`config.mk`:
```
export PLATFORM = sky130hd
export DESIGN_NAME = two_class_priority_resource_admit
export DESIGN_NICKNAME = d
export VERILOG_FILES = /design/src/sv/tcpra_pkg.sv /design/src/sv/tcpra_front.sv /design/src/sv/tcpra_store.sv /design/src/sv/tcpra_back.sv /design/src/sv/two_class_priority_resource_admit.sv
export VERILOG_INCLUDE_DIRS = /design/src /design/src/sv
export SDC_FILE = /design/constraint.sdc
export NUM_CORES = 1
export LEC_CHECK = 0
export ABC_CLOCK_PERIOD_IN_PS = 4300
export BUFFER_PORTS_ARGS = -buffer_cell sky130_fd_sc_hd__buf_2
export CORE_UTILIZATION = 37
export DETAILED_ROUTE_END_ITERATION = 10
export RECOVER_POWER = 50
export SLEW_MARGIN = 20
export SYNTH_ARGS = -nofsm -noshare
export SYNTH_HDL_FRONTEND = slang
export SYNTH_HIERARCHICAL = 1
export SYNTH_SLANG_ARGS = --single-unit
```
`constraint.sdc`:
```
create_clock -name i_clk -period 4.3 [get_ports i_clk]
set_input_delay 0.645 -clock i_clk [delete_from_list [all_inputs] [get_ports i_clk]]
set_output_delay 0.645 -clock i_clk [all_outputs]
set_load 0.03 [all_outputs]
```
`src/sv/assert_macros.svh`:
```
// Assertion macros used by the back-end module of the admission block.
`ifndef ASSERT_MACROS_SVH
`define ASSERT_MACROS_SVH

// Property that must hold at every clock edge outside reset.
`define ASSERT_ALWAYS(lbl, prop, msg) \
    lbl: assert property (@(posedge i_clk) disable iff (!i_rst_n) (prop)) else $error(msg);

// Property whose consequent must hold in the cycle after its antecedent.
`define ASSERT_NEXT(lbl, ante, cons, msg) \
    lbl: assert property (@(posedge i_clk) disable iff (!i_rst_n) (ante) |=> (cons)) else $error(msg);

`endif

```
`src/sv/tcpra_pkg.sv`:
```
// Types, widths and codes shared by the two-class admission block.
`timescale 1ns / 1ps

package tcpra_pkg;

    // Sizes
    localparam int QUEUE_DEPTH = 16;
    localparam int PTR_W       = $clog2(QUEUE_DEPTH);
    localparam int CNT_W       = 5;
    localparam int UNIT_W      = 9;
    localparam int TAG_W       = 8;
    localparam int LIM_W       = 5;
    localparam int KIND_W      = 2;
    localparam int CFG_W       = 9;
    localparam int CFG_IDX_W   = 1;
    localparam int S_TDATA_W   = 24;
    localparam int M_TDATA_W   = 32;

    // Command queue between front and back
    localparam int FQ_DEPTH    = 2;
    localparam int FQ_PTR_W    = $clog2(FQ_DEPTH);
    localparam int FQ_CNT_W    = $clog2(FQ_DEPTH + 1);

    // Register indexes
    localparam logic [CFG_IDX_W-1:0] CFG_TOTAL_UNITS  = 1'd0;
    localparam logic [CFG_IDX_W-1:0] CFG_BUFFER_LIMIT = 1'd1;

    // Reset values
    localparam logic [UNIT_W-1:0] TOTAL_UNITS_RST  = 9'd256;
    localparam logic [LIM_W-1:0]  BUFFER_LIMIT_RST = 5'd16;

    // Result kinds
    localparam logic [KIND_W-1:0] KIND_ACCEPT   = 2'd0;
    localparam logic [KIND_W-1:0] KIND_DROP     = 2'd1;
    localparam logic [KIND_W-1:0] KIND_RELEASE  = 2'd2;
    localparam logic [KIND_W-1:0] KIND_DISPATCH = 2'd3;

    // Commands and classes
    localparam logic CMD_ARRIVE   = 1'b0;
    localparam logic CMD_COMPLETE = 1'b1;
    localparam logic CLASS_HIGH   = 1'b0;
    localparam logic CLASS_LOW    = 1'b1;

    typedef struct packed {
        logic [TAG_W-1:0]  tag;
        logic              cls;
        logic [UNIT_W-1:0] units;
    } t_job;

    typedef struct packed {
        logic cmd;
        t_job job;
    } t_cmd;

    typedef struct packed {
        logic [KIND_W-1:0] kind;
        logic [TAG_W-1:0]  tag;
        logic              cls;
        logic [UNIT_W-1:0] units;
        logic [UNIT_W-1:0] free_units;
        logic [CNT_W-1:0]  waiting;
    } t_res;

    // Back end to job store
    typedef struct packed {
        logic push;
        logic pop;
        t_job job;
    } t_st_ctl;

    // Job store to back end
    typedef struct packed {
        logic [CNT_W-1:0] hi_cnt;
        logic [CNT_W-1:0] lo_cnt;
        t_job             head;
    } t_st_stat;

endpackage

```
`src/sv/tcpra_front.sv`:
```
// Front end: accepts input transactions, decodes them and queues commands.
`timescale 1ns / 1ps

module tcpra_front
    import tcpra_pkg::*;
(
    input  logic                 i_clk,
    input  logic                 i_rst_n,
    input  logic                 i_s_axis_tvalid,
    output logic                 o_s_axis_tready,
    input  logic [S_TDATA_W-1:0] i_s_axis_tdata,
    input  logic                 i_s_axis_tuser,
    output logic                 o_cmd_valid,
    output t_cmd                 o_cmd,
    input  logic                 i_cmd_pop
);

    t_cmd                r_q [FQ_DEPTH];
    logic [FQ_PTR_W-1:0] r_wr, n_wr;
    logic [FQ_PTR_W-1:0] r_rd, n_rd;
    logic [FQ_CNT_W-1:0] r_cnt, n_cnt;
    logic                push;
    t_cmd                dec;

    // Decode: class, tag and units from tdata, command from tuser
    always_comb begin
        dec.cmd       = i_s_axis_tuser;
        dec.job.cls   = i_s_axis_tdata[0];
        dec.job.tag   = i_s_axis_tdata[TAG_W:1];
        dec.job.units = i_s_axis_tdata[TAG_W+UNIT_W:TAG_W+1];
    end

    assign o_s_axis_tready = (r_cnt != FQ_CNT_W'(FQ_DEPTH));
    assign push            = i_s_axis_tvalid && o_s_axis_tready;
    assign o_cmd_valid     = (r_cnt != '0);
    assign o_cmd           = r_q[r_rd];

    // Pointer and fill update
    always_comb begin
        n_wr  = r_wr;
        n_rd  = r_rd;
        n_cnt = r_cnt;
        if (push) begin
            n_wr = (r_wr == FQ_PTR_W'(FQ_DEPTH - 1)) ? '0 : r_wr + 1'b1;
        end
        if (i_cmd_pop) begin
            n_rd = (r_rd == FQ_PTR_W'(FQ_DEPTH - 1)) ? '0 : r_rd + 1'b1;
        end
        if (push && !i_cmd_pop) begin
            n_cnt = r_cnt + 1'b1;
        end else if (!push && i_cmd_pop) begin
            n_cnt = r_cnt - 1'b1;
        end
    end

    always_ff @(posedge i_clk) begin
        if (!i_rst_n) begin
            r_wr  <= '0;
            r_rd  <= '0;
            r_cnt <= '0;
        end else begin
            r_wr  <= n_wr;
            r_rd  <= n_rd;
            r_cnt <= n_cnt;
        end
    end

    // Command storage
    always_ff @(posedge i_clk) begin
        if (push) begin
            r_q[r_wr] <= dec;
        end
    end

endmodule

```
`src/sv/tcpra_store.sv`:
```
// Job store: one ring per class; the high ring always drains ahead of the low one.
`timescale 1ns / 1ps

module tcpra_store
    import tcpra_pkg::*;
(
    input  logic     i_clk,
    input  logic     i_rst_n,
    input  t_st_ctl  i_ctl,
    output t_st_stat o_stat
);

    t_job             r_hi [QUEUE_DEPTH];
    t_job             r_lo [QUEUE_DEPTH];
    logic [PTR_W-1:0] r_hi_wr, r_hi_rd, r_lo_wr, r_lo_rd;
    logic [CNT_W-1:0] r_hi_cnt, r_lo_cnt;
    logic             hi_any;
    logic             push_hi, push_lo, pop_hi, pop_lo;

    assign hi_any  = (r_hi_cnt != '0);
    assign push_hi = i_ctl.push && (i_ctl.job.cls == CLASS_HIGH);
    assign push_lo = i_ctl.push && (i_ctl.job.cls == CLASS_LOW);
    assign pop_hi  = i_ctl.pop && hi_any;
    assign pop_lo  = i_ctl.pop && !hi_any;

    assign o_stat.hi_cnt = r_hi_cnt;
    assign o_stat.lo_cnt = r_lo_cnt;
    assign o_stat.head   = hi_any ? r_hi[r_hi_rd] : r_lo[r_lo_rd];

    function automatic logic [PTR_W-1:0] ptr_inc(input logic [PTR_W-1:0] p);
        ptr_inc = (p == PTR_W'(QUEUE_DEPTH - 1)) ? '0 : p + 1'b1;
    endfunction

    // Ring pointers and occupancy; push and pop never coincide
    always_ff @(posedge i_clk) begin
        if (!i_rst_n) begin
            r_hi_wr  <= '0;
            r_hi_rd  <= '0;
            r_lo_wr  <= '0;
            r_lo_rd  <= '0;
            r_hi_cnt <= '0;
            r_lo_cnt <= '0;
        end else begin
            if (push_hi) begin
                r_hi_wr  <= ptr_inc(r_hi_wr);
                r_hi_cnt <= r_hi_cnt + 1'b1;
            end else if (pop_hi) begin
                r_hi_rd  <= ptr_inc(r_hi_rd);
                r_hi_cnt <= r_hi_cnt - 1'b1;
            end
            if (push_lo) begin
                r_lo_wr  <= ptr_inc(r_lo_wr);
                r_lo_cnt <= r_lo_cnt + 1'b1;
            end else if (pop_lo) begin
                r_lo_rd  <= ptr_inc(r_lo_rd);
                r_lo_cnt <= r_lo_cnt - 1'b1;
            end
        end
    end

    // Entry storage
    always_ff @(posedge i_clk) begin
        if (push_hi) begin
            r_hi[r_hi_wr] <= i_ctl.job;
        end
        if (push_lo) begin
            r_lo[r_lo_wr] <= i_ctl.job;
        end
    end

endmodule

```
`src/sv/tcpra_back.sv`:
```
// Back end: executes commands, dispatches from the head and drives results.
`timescale 1ns / 1ps
`include "assert_macros.svh"

module tcpra_back
    import tcpra_pkg::*;
(
    input  logic                 i_clk,
    input  logic                 i_rst_n,
    input  logic                 i_cfg_we,
    input  logic [CFG_IDX_W-1:0] i_cfg_idx,
    input  logic [CFG_W-1:0]     i_cfg_wdata,
    input  logic                 i_cmd_valid,
    input  t_cmd                 i_cmd,
    output logic                 o_cmd_pop,
    output t_st_ctl              o_ctl,
    input  t_st_stat             i_stat,
    output logic                 o_res_valid,
    input  logic                 i_res_ready,
    output t_res                 o_res,
    output logic                 o_res_last
);

    localparam logic S_IDLE = 1'b0;
    localparam logic S_DISP = 1'b1;

    logic              r_state, n_state;
    logic [UNIT_W-1:0] r_total, n_total;
    logic [LIM_W-1:0]  r_limit, n_limit;
    logic [UNIT_W-1:0] r_free, n_free;
    logic [CNT_W-1:0]  r_count, n_count;
    t_res              r_pend, n_pend;
    t_res              r_out, n_out;
    logic              r_out_last, n_out_last;
    logic              r_out_valid, n_out_valid;

    logic              out_free;
    logic              full;
    logic              fits;
    logic [UNIT_W:0]   rel_sum;
    logic [UNIT_W-1:0] rel_free;
    logic [UNIT_W-1:0] disp_free;

    assign out_free  = !r_out_valid || i_res_ready;
    assign full      = (r_count >= r_limit) || (r_count >= CNT_W'(QUEUE_DEPTH));
    assign fits      = (r_count != '0) && (i_stat.head.units <= r_free);
    assign rel_sum   = {1'b0, r_free} + {1'b0, i_cmd.job.units};
    assign rel_free  = (rel_sum > {1'b0, r_total}) ? r_total : rel_sum[UNIT_W-1:0];
    assign disp_free = r_free - i_stat.head.units;

    assign o_res_valid = r_out_valid;
    assign o_res       = r_out;
    assign o_res_last  = r_out_last;

    // Sequencer: one command result, then one dispatch per cycle unless stalled;
    // a result is held in r_pend until the next step tells whether it is last
    always_comb begin
        n_state     = r_state;
        n_total     = r_total;
        n_limit     = r_limit;
        n_free      = r_free;
        n_count     = r_count;
        n_pend      = r_pend;
        n_out       = r_out;
        n_out_last  = r_out_last;
        n_out_valid = r_out_valid && !i_res_ready;
        o_cmd_pop   = 1'b0;
        o_ctl       = '0;

        case (r_state)
            S_IDLE: begin
                if (i_cmd_valid) begin
                    o_cmd_pop    = 1'b1;
                    n_state      = S_DISP;
                    n_pend.tag   = i_cmd.job.tag;
                    n_pend.cls   = i_cmd.job.cls;
                    n_pend.units = i_cmd.job.units;
                    if (i_cmd.cmd == CMD_COMPLETE) begin
                        n_free            = rel_free;
                        n_pend.kind       = KIND_RELEASE;
                        n_pend.free_units = rel_free;
                        n_pend.waiting    = r_count;
                    end else if (full) begin
                        n_pend.kind       = KIND_DROP;
                        n_pend.free_units = r_free;
                        n_pend.waiting    = r_count;
                    end else begin
                        o_ctl.push        = 1'b1;
                        o_ctl.job         = i_cmd.job;
                        n_count           = r_count + 1'b1;
                        n_pend.kind       = KIND_ACCEPT;
                        n_pend.free_units = r_free;
                        n_pend.waiting    = r_count + 1'b1;
                    end
                end
            end
            S_DISP: begin
                if (out_free) begin
                    n_out_valid = 1'b1;
                    n_out       = r_pend;
                    if (fits) begin
                        n_out_last        = 1'b0;
                        o_ctl.pop         = 1'b1;
                        n_free            = disp_free;
                        n_count           = r_count - 1'b1;
                        n_pend.kind       = KIND_DISPATCH;
                        n_pend.tag        = i_stat.head.tag;
                        n_pend.cls        = i_stat.head.cls;
                        n_pend.units      = i_stat.head.units;
                        n_pend.free_units = disp_free;
                        n_pend.waiting    = r_count - 1'b1;
                    end else begin
                        n_out_last = 1'b1;
                        n_state    = S_IDLE;
                    end
                end
            end
            default: begin
                n_state = S_IDLE;
            end
        endcase

        // Register writes
        if (i_cfg_we) begin
            case (i_cfg_idx)
                CFG_TOTAL_UNITS:  n_total = i_cfg_wdata[UNIT_W-1:0];
                CFG_BUFFER_LIMIT: n_limit = i_cfg_wdata[LIM_W-1:0];
                default:          n_total = r_total;
            endcase
        end
    end

    always_ff @(posedge i_clk) begin
        if (!i_rst_n) begin
            r_state     <= S_IDLE;
            r_total     <= TOTAL_UNITS_RST;
            r_limit     <= BUFFER_LIMIT_RST;
            r_free      <= TOTAL_UNITS_RST;
            r_count     <= '0;
            r_out_valid <= 1'b0;
        end else begin
            r_state     <= n_state;
            r_total     <= n_total;
            r_limit     <= n_limit;
            r_free      <= n_free;
            r_count     <= n_count;
            r_out_valid <= n_out_valid;
        end
    end

    // Result payload
    always_ff @(posedge i_clk) begin
        r_pend     <= n_pend;
        r_out      <= n_out;
        r_out_last <= n_out_last;
    end

    // Checks
    `ASSERT_ALWAYS(a_count_bound, r_count <= CNT_W'(QUEUE_DEPTH), "queue count above depth")
    `ASSERT_ALWAYS(a_count_match, {1'b0, r_count} == ({1'b0, i_stat.hi_cnt} + {1'b0, i_stat.lo_cnt}), "count differs from store")
    `ASSERT_ALWAYS(a_pop_fits, !o_ctl.pop || (i_stat.head.units <= r_free), "dispatch beyond free pool")
    `ASSERT_NEXT(a_push_counts, o_ctl.push, r_count == $past(r_count) + 1'b1, "push did not count")

endmodule

```
`src/sv/two_class_priority_resource_admit.sv`:
```
// Top level of the two-class priority admission block with a shared unit pool.
// Each input transaction (arrival or completion) yields one accepted, dropped or
// released result, followed by one dispatched result for every head job that
// fits the free pool; tlast marks the final result of the input. An input
// dispatches 0 to 16 jobs; the back-end sequencer emits one result per cycle,
// unless the receiver stalls it, through a single output register, and a
// closing step that finds no fitting head ends the run. A two-entry command
// queue lets the input side keep accepting while results are drained. High-class
// jobs wait in their own ring and always leave ahead of low-class jobs; a head
// that does not fit blocks everything behind it. No clearing pass after reset.
`timescale 1ns / 1ps

module two_class_priority_resource_admit
    import tcpra_pkg::*;
(
    input  logic                 i_clk,
    input  logic                 i_rst_n,
    // Configuration
    input  logic                 i_cfg_we,
    input  logic [CFG_IDX_W-1:0] i_cfg_idx,
    input  logic [CFG_W-1:0]     i_cfg_wdata,
    // Input stream
    input  logic                 i_s_axis_tvalid,
    output logic                 o_s_axis_tready,
    input  logic [S_TDATA_W-1:0] i_s_axis_tdata,  // job_class, job_tag, job_units
    input  logic                 i_s_axis_tuser,  // cmd
    // Result stream
    output logic                 o_m_axis_tvalid,
    input  logic                 i_m_axis_tready,
    output logic [M_TDATA_W-1:0] o_m_axis_tdata,  // out_tag, out_class, out_units,
                                                  // free_units, waiting
    output logic [KIND_W-1:0]    o_m_axis_tuser,  // kind
    output logic                 o_m_axis_tlast
);

    logic     cmd_valid;
    t_cmd     cmd;
    logic     cmd_pop;
    t_st_ctl  st_ctl;
    t_st_stat st_stat;
    t_res     res;

    tcpra_front u_front (
        .i_clk           (i_clk),
        .i_rst_n         (i_rst_n),
        .i_s_axis_tvalid (i_s_axis_tvalid),
        .o_s_axis_tready (o_s_axis_tready),
        .i_s_axis_tdata  (i_s_axis_tdata),
        .i_s_axis_tuser  (i_s_axis_tuser),
        .o_cmd_valid     (cmd_valid),
        .o_cmd           (cmd),
        .i_cmd_pop       (cmd_pop)
    );

    tcpra_store u_store (
        .i_clk   (i_clk),
        .i_rst_n (i_rst_n),
        .i_ctl   (st_ctl),
        .o_stat  (st_stat)
    );

    tcpra_back u_back (
        .i_clk       (i_clk),
        .i_rst_n     (i_rst_n),
        .i_cfg_we    (i_cfg_we),
        .i_cfg_idx   (i_cfg_idx),
        .i_cfg_wdata (i_cfg_wdata),
        .i_cmd_valid (cmd_valid),
        .i_cmd       (cmd),
        .o_cmd_pop   (cmd_pop),
        .o_ctl       (st_ctl),
        .i_stat      (st_stat),
        .o_res_valid (o_m_axis_tvalid),
        .i_res_ready (i_m_axis_tready),
        .o_res       (res),
        .o_res_last  (o_m_axis_tlast)
    );

    // Result packing, lowest field first
    assign o_m_axis_tdata = {res.waiting, res.free_units, res.units, res.cls, res.tag};
    assign o_m_axis_tuser = res.kind;

endmodule

```
## Word-level counts from Yosys, hierarchy flattened

Memory sizes are Yosys's and may differ from the RTL's. A register that Yosys moved wholly into a read port is not among the register bits.
Index checks and enable logic that the tools add are counted.
W data, S select, Z words.

| cells by class | value |
|---|---|
| order comparisons | 4 |
| reduce and logical (&&, ||, !) cells | 29 |
| muxes and demuxes | 61 |
| bitwise gates (word level) | 5 |
| eq/ne operators | 11 |
| add/subtract/negate cells | 14 |

Operator list:

| kind | number |
|---|---|
| $mux W34 | 3 |
| $mux W18 | 5 |
| $pmux W34 S2 | 1 |
| $mux W9 | 5 |
| $mux W5 | 8 |
| $mux W4 | 8 |
| $mux W1 | 24 |
| $pmux W9 S2 | 1 |
| $add A4 B1 Y4 const B | 4 |
| $eq A4 B4 Y1 const B | 4 |
| $mux W14 | 1 |
| $ne A2 B2 Y1 const B | 7 |
| $add A5 B1 Y5 const B | 2 |
| $add A9 B9 Y10 | 1 |
| $gt A10 B9 Y1 | 1 |
| $pmux W5 S2 | 1 |
| $reduce_and A2 Y1 | 5 |
| $reduce_bool A5 Y1 | 2 |
| $sub A5 B1 Y5 const B | 2 |
| $le A9 B9 Y1 | 1 |
| $logic_and A1 B1 Y1 | 9 |
| $sub A9 B9 Y9 | 1 |
| $mux W2 | 3 |
| $reduce_bool A2 Y1 | 3 |
| 12 further kinds | 22 |

| word-level totals | value |
|---|---|
| memories kept | 3 |
| bits in registers | 124 |
| output and inout bits | 37 |
| logic and storage cells | 154 |
| input bits | 40 |
| RAM bits | 614 |

Memory list:

| memory | depth | bits a word | read ports | clocked after memory_dff | write ports | RTL line | RTL |
|---|---|---|---|---|---|---|---|
| u_store.r_hi | 16 | 18 | 1 | 1 | 1 | tcpra_store.sv:13 | `t_job r_hi [QUEUE_DEPTH];` |
| u_store.r_lo | 16 | 18 | 1 | 1 | 1 | tcpra_store.sv:14 | `t_job r_lo [QUEUE_DEPTH];` |
| u_front.r_q | 2 | 19 | 1 | 1 | 1 | tcpra_front.sv:18 | `t_cmd r_q [FQ_DEPTH];` |

## Longest topological paths before layout

Gate-level depths: netlist (run 1).

| depth | value |
|---|---|
| depth in word-level cells | 12 |
| gate-level depth with buffers | 22 |
| depth with buffers taken out | 18 |

## Cells and area by module

The synthesis (run 1) kept the hierarchy.

By module, submodules not included:

| module | cells each | instances | area an instance (µm²) | sequential area each (µm²) |
|---|---|---|---|---|
| tcpra_store | 1224 | 1 | 23927.9 | 17977.2 |
| tcpra_back | 506 | 1 | 5387.7 | 2672.6 |
| tcpra_front | 83 | 1 | 1612.8 | 1241.2 |

## Least setup slack after synthesis (run 1)

No wires, ideal clock.

| path | value |
|---|---|
| kind | reg2reg |
| start | register with a tool-made name |
| end | register u_back/r_pend[5] (netlist name), data pin |
| path slack | 0.199 ns |
| stages on the path, launching flop included | 21 |
| arrival | 3.832 ns |
| path buffers | 2 |
| library setup time | 0.269 ns |
| cell sequence | dfxtp_1 > buf_2 > mux2_2 > ha_1 > fa_1 > a211o_1 > o211ai_1 > a21oi_1 > o21a_1 > nor2_1 > xnor2_1 > ha_1 > nand4_1 > nor4_1 > a21oi_1 > a32oi_2 > buf_6 > mux2i_1 > nand2_1 > o211ai_1 > o21ai_0 |

RTL lines:

| item | RTL line | RTL |
|---|---|---|
| end signal: assignment | tcpra_back.sv:153 | `r_pend <= n_pend;` |
| end: declaration | tcpra_back.sv:32 | `t_res r_pend, n_pend;` |

==> reports/metrics.yaml, run 1 <==
status: "finished with violations"
violations: "capacitance limit, slew limit"
worst_pin_slew_ns: 2.32
placed_cells: 3008
clock_path_buffers: 3
dieArea_sq_um: 83900
path_clk_slew_ns: 0.06
nNetsFinal: 2129
gp_routability_congestion: 0.873
initialDrtViolationCount: 1375
hold_class: "in -> reg"
p_leak_nw: 12.1
syn_avg_cell_area_sq_um: 17.2
std_cell_rows: 105
cp_max_fo: 5
fmax_ghz: 0.236
grt_max_degree: 52
cts_root_buf: "clkbuf_16"
period_minus_slack_ns: 4.25
synth_warnings: 6
worstPathRequired_ns: 4.65
skew_ns: 0.0424
die_height_microns: 290
dp_slack_ns: -0.0731
setup_viol: 0
ir_drop_mv: 0.397
viasPerCell: 5.29
path_cells: "mux2_4, ha_4, fa_2, a211o_1, o211ai_1, nand2b_1, a211oi_2, nor2_2, ha_1, o21a_1, o21ai_1, a21oi_2, a32oi_2, bufbuf_16, mux2i_4, nand2_1, o21ai_0, o21ai_1"
busiest_layer: "met2"
fin_crit_sh: 0.987
cp_common_cell: "o21ai_1"
cp_slowest_cell: "fa_2"
vias: 16800
rsz0062_at_grt: "true"
use_met3: 0.0316
arrival_ns: 4.60
area_growth_pct: 18.3
dieWidth_microns: 290
dp_hpwl_microns: 46100
cpPeakStageDelay_ns: 0.36
insertion_delay_ns: 0.63
start_util: 0.374
layout.cells.non_filler: 3175
drc_errors: 0
critPathTopFamily: "compound AO/OA/AOI/OAI gates"
synthesis.area_sq_um: 30600
cts_sinks: 747
power_density_nw_per_um2: 621
maxCapViolCount: 2
drt-total-wl_microns: 73000
worst_slack_ns: 0.0548
grt_first_pass_wirelength_microns: 108000
synth_cells: 1782
crit_buf_inv: 1
slew_violations: 80
io_pins: 77
antenna_found_initial: 5
groute.usage.overall: 0.174
endpoint_kind: "register"
final-hold-violation-count: 0
numCtsBuffers: 80
tritoncts: "done"
whs_ns: 0.208
route.detailed.wl_per_inst_microns: 23.0
gr-total-overflow: 0
grt.met2_usage: 0.289
drive_gt1_frac: 0.272
htreeDepth: 3
ant_nets: 0
coreArea_sq_um: 82000
slew_headroom: -0.548
setup_tns_ns: 0
io_buffers: 70
start_kind: "register"
met1_usage: 0.228
grt_pass1_vias: 17200
syn_nets: 1873
crit_type: "reg -> reg"
drtPass1Iterations: 5
## worst paths after layout
path / start / slack [ns] / to / cells after the start
max reg2reg: register / 0.05 / u_back/r_pend[8]$_DFFE_PP_ / 18
min: i_s_axis_tdata[15] / 0.21 / u_front/r_q[1][6]$_DFFE_PP_ / 1
max: register / 0.05 / u_back/r_pend[8]$_DFFE_PP_ / 18
min reg2reg: u_back/r_pend[27]$_DFFE_PP_ / 0.42 / u_back/o_res[27]$_DFFE_PP_ / 0
## worst register-to-register path: stages, from the launching register on
cell and delay [ns]:
dfxtp_2 0.34, mux2_4 0.33, ha_4 0.18, fa_2 0.36
a211o_1 0.32, o211ai_1 0.24, nand2b_1 0.15, a211oi_2 0.24
nor2_2 0.08, ha_1 0.30, o21a_1 0.18, o21ai_1 0.18
a21oi_2 0.10, a32oi_2 0.23, bufbuf_16 0.31, mux2i_4 0.22
nand2_1 0.06, o21ai_0 0.07, o21ai_1 0.08
## routing by layer
metal,wire length [microns],share of wire
met1,31100,0.43
met2,35600,0.49
met3,3830,0.053
met5,22,0.00030
met4,2520,0.035
## placed cells by master (no fill, tap or decap), types with 11 or more instances in the layout
| cell | instances |
|---|---|
| clkbuf_16 | 81 |
| a22oi_1 | 34 |
| dfxtp_1 | 57 |
| clkbuf_1 | 88 |
| mux2i_1 | 81 |
| a21boi_0 | 19 |
| edfxtp_1 | 683 |
| nand3_1 | 16 |
| o21ai_0 | 26 |
| buf_2 | 19 |
| nand2b_1 | 14 |
| xor2_1 | 11 |
| inv_1 | 44 |
| ha_1 | 46 |
| nand2_1 | 86 |
| a221oi_1 | 35 |
| and3_1 | 29 |
| mux4_2 | 72 |
| mux2_2 | 140 |
| buf_12 | 21 |
| nor2_1 | 34 |
| buf_4 | 158 |
| a21oi_1 | 33 |
| o22ai_1 | 37 |
| xnor2_1 | 19 |
| and2_1 | 34 |
## report_power, final
| group | switching [W] | internal, W |
|---|---|---|
| combinational | 0.00389 | 0.00259 |
| clock | 0.00283 | 0.00379 |
| sequential | 0.000275 | 0.00911 |
| total | 0.00700 | 0.0155 |
## through the flow
stage	util	area, sq um	power, W
floorplan	-	30600	0.0129
global placement	0.408	33500	0.0155
detailed placement	0.408	33500	0.0156
CTS	0.441	36100	0.0225
global route	0.442	36200	0.0234
finish	0.442	36200	0.0225
## sequential cells by signal, indices dropped and copies added (netlist names), 2 cells and up, named ones only
signal and count:
u_store/r_hi_rd 4, u_back/r_free 9, u_front/r_cnt 2, u_back/r_total 9, u_store/r_lo_wr 4, u_store/r_lo 288, u_store/r_hi 288, u_back/r_pend 34
u_store/r_hi_wr 4, u_back/r_limit 5, u_store/r_hi_cnt 5, u_front/r_q 38, u_back/r_count 5, u_back/o_res 34, u_store/r_lo_rd 4
## cell type report
| cell class | count | area, sq um |
|---|---|---|
| multi-input cells | 909 | 8400 |
| fillers | 7131 | 45800 |
| flip-flops and latches | 747 | 21800 |
| well taps | 1070 | 1340 |
| inverters | 44 | 165 |
| clock buffers | 119 | 2210 |
| diodes | 1 | 2.50 |
| repair buffers | 256 | 1970 |
| clock inverters | 29 | 332 |
## timing repair
item,in CTS,in global routing
pin swaps,1,7
resized for setup,8,35
hold buffers,0,0
buffers inserted,8,10
gates cloned,1,0
setup endpoints to repair,50,214
(Power assumes the default switching activity.)
==> run 2: changes to the inputs <==
--- a/config.mk
+++ b/config.mk
@@ -11,6 +11,7 @@
 export CORE_UTILIZATION = 37
 export DETAILED_ROUTE_END_ITERATION = 10
 export RECOVER_POWER = 50
+export SETUP_SLACK_MARGIN = 0.2
 export SLEW_MARGIN = 20
 export SYNTH_ARGS = -nofsm -noshare
 export SYNTH_HDL_FRONTEND = slang
==> run 2 against run 1 <==
The run still ends with capacitance limit, slew limit left. Register-to-register slack improved by 0.16 ns. Die area unchanged. Clock power increased by 4.5%. Final cell count about the same. Sequential power about the same. Largest power group unchanged. Critical endpoint is now u_store/r_hi_cnt[4]$_SDFFE_PN0P_. Clock skew increased by 0.0084 ns. First-iteration DRC count decreased by 4.4%.
==> reports/metrics.yaml, run 2 (synthesis results as in run 1) <==
worst_pin_slew_ns: 1.88  # was 2.32 ns
area_growth_pct: 18.8  # was 18.3%
die_height_microns: 290  # unchanged
fin_crit_sh: 0.951  # was 0.987
cts_root_buf: "clkbuf_16"  # unchanged
skew_ns: 0.0508  # was 0.0424 ns
coreArea_sq_um: 82000  # unchanged
critPathTopFamily: "simple AND/OR/NAND/NOR gates"  # was compound AO/OA/AOI/OAI gates
viasPerCell: 5.31  # was 5.29
initialDrtViolationCount: 1315  # was 1375
p_total_w: 0.0228  # was 0.0225 W
start_util: 0.374  # unchanged
multi_input_area_sq_um: 8500  # was 8400 sq um
slew_violations: 30  # was 80
regToRegSetupSlack_ns: 0.21  # was 0.05 ns
fmax_ghz: 0.245  # was 0.236 GHz
ant_nets: 0  # unchanged
layout_commonest_cell: "edfxtp_1"  # unchanged
violations: "capacitance limit, slew limit"  # unchanged
vias: 16800  # about the same
antenna_found_initial: 2  # was 5
start_kind: "register"  # unchanged
status: "finished with violations"  # unchanged
htreeDepth: 3  # unchanged
nNetsFinal: 2129  # unchanged
dieWidth_microns: 290  # unchanged
cpPeakStageDelay_ns: 0.56  # was 0.36 ns
cts_sinks: 747  # unchanged
tritoncts: "done"  # unchanged
fill_cells: 7125  # was 7131
cp_max_fo: 8  # was 5
maxCapViolCount: 1  # was 2
power_density_nw_per_um2: 627  # was 621 nW/um^2
arrival_ns: 4.61  # was 4.60 ns
most-common-layout-cells: "683 x edfxtp_1, 136 x mux2_2, 133 x buf_4"  # was 683 x edfxtp_1, 158 x buf_4, 140 x mux2_2
gp_routability_congestion: 0.891  # was 0.873
drt-total-wl_microns: 73800  # was 73000 microns
hold_class: "in -> reg"  # unchanged
grt_max_degree: 52  # unchanged
dieArea_sq_um: 83900  # unchanged
insertion_delay_ns: 0.64  # was 0.63 ns
clock_path_buffers: 3  # unchanged
ir_drop_mv: 0.440  # was 0.397 mV
std_cell_rows: 105  # unchanged
slew_headroom: -0.254  # was -0.548
gr-total-overflow: 0  # unchanged
dp_hpwl_microns: 46200  # was 46100 microns
worstPathRequired_ns: 4.82  # was 4.65 ns
setup_viol: 0  # unchanged
route.detailed.wl_per_inst_microns: 23.3  # was 23.0 microns
top_regs: "u_store/r_hi: 288 flops, u_store/r_lo: 288 flops, u_front/r_q: 38 flops"  # unchanged
rsz0062_at_grt: "true"  # unchanged
path_clk_slew_ns: 0.07  # was 0.06 ns
grt_pass1_vias: 17000  # was 17200
cp_slowest_cell: "or4_4"  # was fa_2
crit_type: "reg -> reg"  # unchanged
fin_area_sq_um: 36400  # was 36200 sq um
path_cells: "buf_6, buf_8, mux2_1, or4_4, o21ai_4, and3_1, nor2b_1, buf_4, inv_1, ha_1, a21o_1, a21oi_1, mux2i_1, xor2_1, and2_1"  # was mux2_4, ha_4, fa_2, a211o_1, o211ai_1, nand2b_1, a211oi_2, nor2_2, ha_1, o21a_1, o21ai_1, a21oi_2, a32oi_2, bufbuf_16, mux2i_4, nand2_1, o21ai_0, o21ai_1
drive_gt1_frac: 0.279  # was 0.272
io_buffers: 70  # unchanged
p_leak_nw: 12.2  # was 12.1 nW
drtPass1Iterations: 5  # unchanged
endpoint_kind: "register"  # unchanged
postPlaceCellArea_sq_um: 33300  # was 33500 sq um
seq_area_sq_um: 21800  # about the same
drc_errors: 0  # unchanged
final_core_util: 0.444  # was 0.442
groute.usage.overall: 0.175  # was 0.174
grt_first_pass_wirelength_microns: 108000  # about the same
final-hold-violation-count: 0  # unchanged
io_pins: 77  # unchanged
numCtsBuffers: 79  # was 80
period_minus_slack_ns: 4.09  # was 4.25 ns
crit_buf_inv: 4  # was 1
[run 2: changes by cell type in the layout (fill, tap and decap cells not counted), sizes merged]
cell,delta
clkinvlp,-1
inv,-3
bufinv,+7
clkinv,+18
buf,-18
clkbuf,-3
bufbuf,-1
[run 2: report_power, final]
group / switching (W) / total (W) / internal (W)
clock: 0.00289 / 0.00692 / 0.00403
combinational: 0.00398 / 0.00651 / 0.00253
sequential: 0.000269 / 0.00939 / 0.00912
total: 0.00714 / 0.0228 / 0.0157
[run 2: worst paths after layout]
check                              startpoint                          endpoint  depth (start not counted)
setup / recovery                     register  u_store/r_hi_cnt[4]$_SDFFE_PN0P_                         15
hold / removal                 i_s_axis_tuser      u_front/r_q[1][18]$_DFFE_PP_                          1
setup reg to reg                     register  u_store/r_hi_cnt[4]$_SDFFE_PN0P_                         15
hold reg to reg   u_back/r_pend[27]$_DFFE_PP_        u_back/o_res[27]$_DFFE_PP_                          0
[run 2: area by class of cell]
class / count / area share
multi-input cells: 909 / 0.234
inverters: 44 / 0.00454
clock buffers: 96 / 0.0561
flip-flops and latches: 747 / 0.599
clock inverters: 50 / 0.0166
repair buffers: 257 / 0.0531
well taps: 1070 / 0.0368
diodes: 1 / 0.0000688
[run 2: worst register-to-register path: stages (launching register included)]
cell and delay, ns:
dfxtp_2 0.35, buf_6 0.11, buf_8 0.11, mux2_1 0.46, or4_4 0.56, o21ai_4 0.28
and3_1 0.38, nor2b_1 0.10, buf_4 0.19, inv_1 0.26, ha_1 0.34, a21o_1 0.20
a21oi_1 0.18, mux2i_1 0.23, xor2_1 0.08, and2_1 0.16
[run 2: what timing repair did]
action,4_1_cts,5_1_grt
pin swaps,8,29
setup buffers,10,17
resized for setup,27,53
hold buffers,0,0
setup endpoints to repair,61,149
[run 2: metal layers]
layer | global-route usage | wire length (microns) | up-vias
met2 | 0.295 | 36800 | 391
met5 | 0 | 0 | -
met4 | 0.0461 | 1640 | 0
met1 | 0.234 | 31700 | 8778
met3 | 0.0297 | 3730 | 107
li1 | - | - | 7572
[run 2: per-stage QoR]
step	worst slack [ns]	instances	setup TNS [ns]	hold WS [ns]
floorplan	0.249	1782	0	0.400
global placement	0.00105	3000	0	0.402
detailed placement	-0.00481	3000	-0.00481	0.405
CTS	0.201	3156	0	0.168
global route	0.0687	3173	0	0.180
finish	0.210	3174	0	0.202
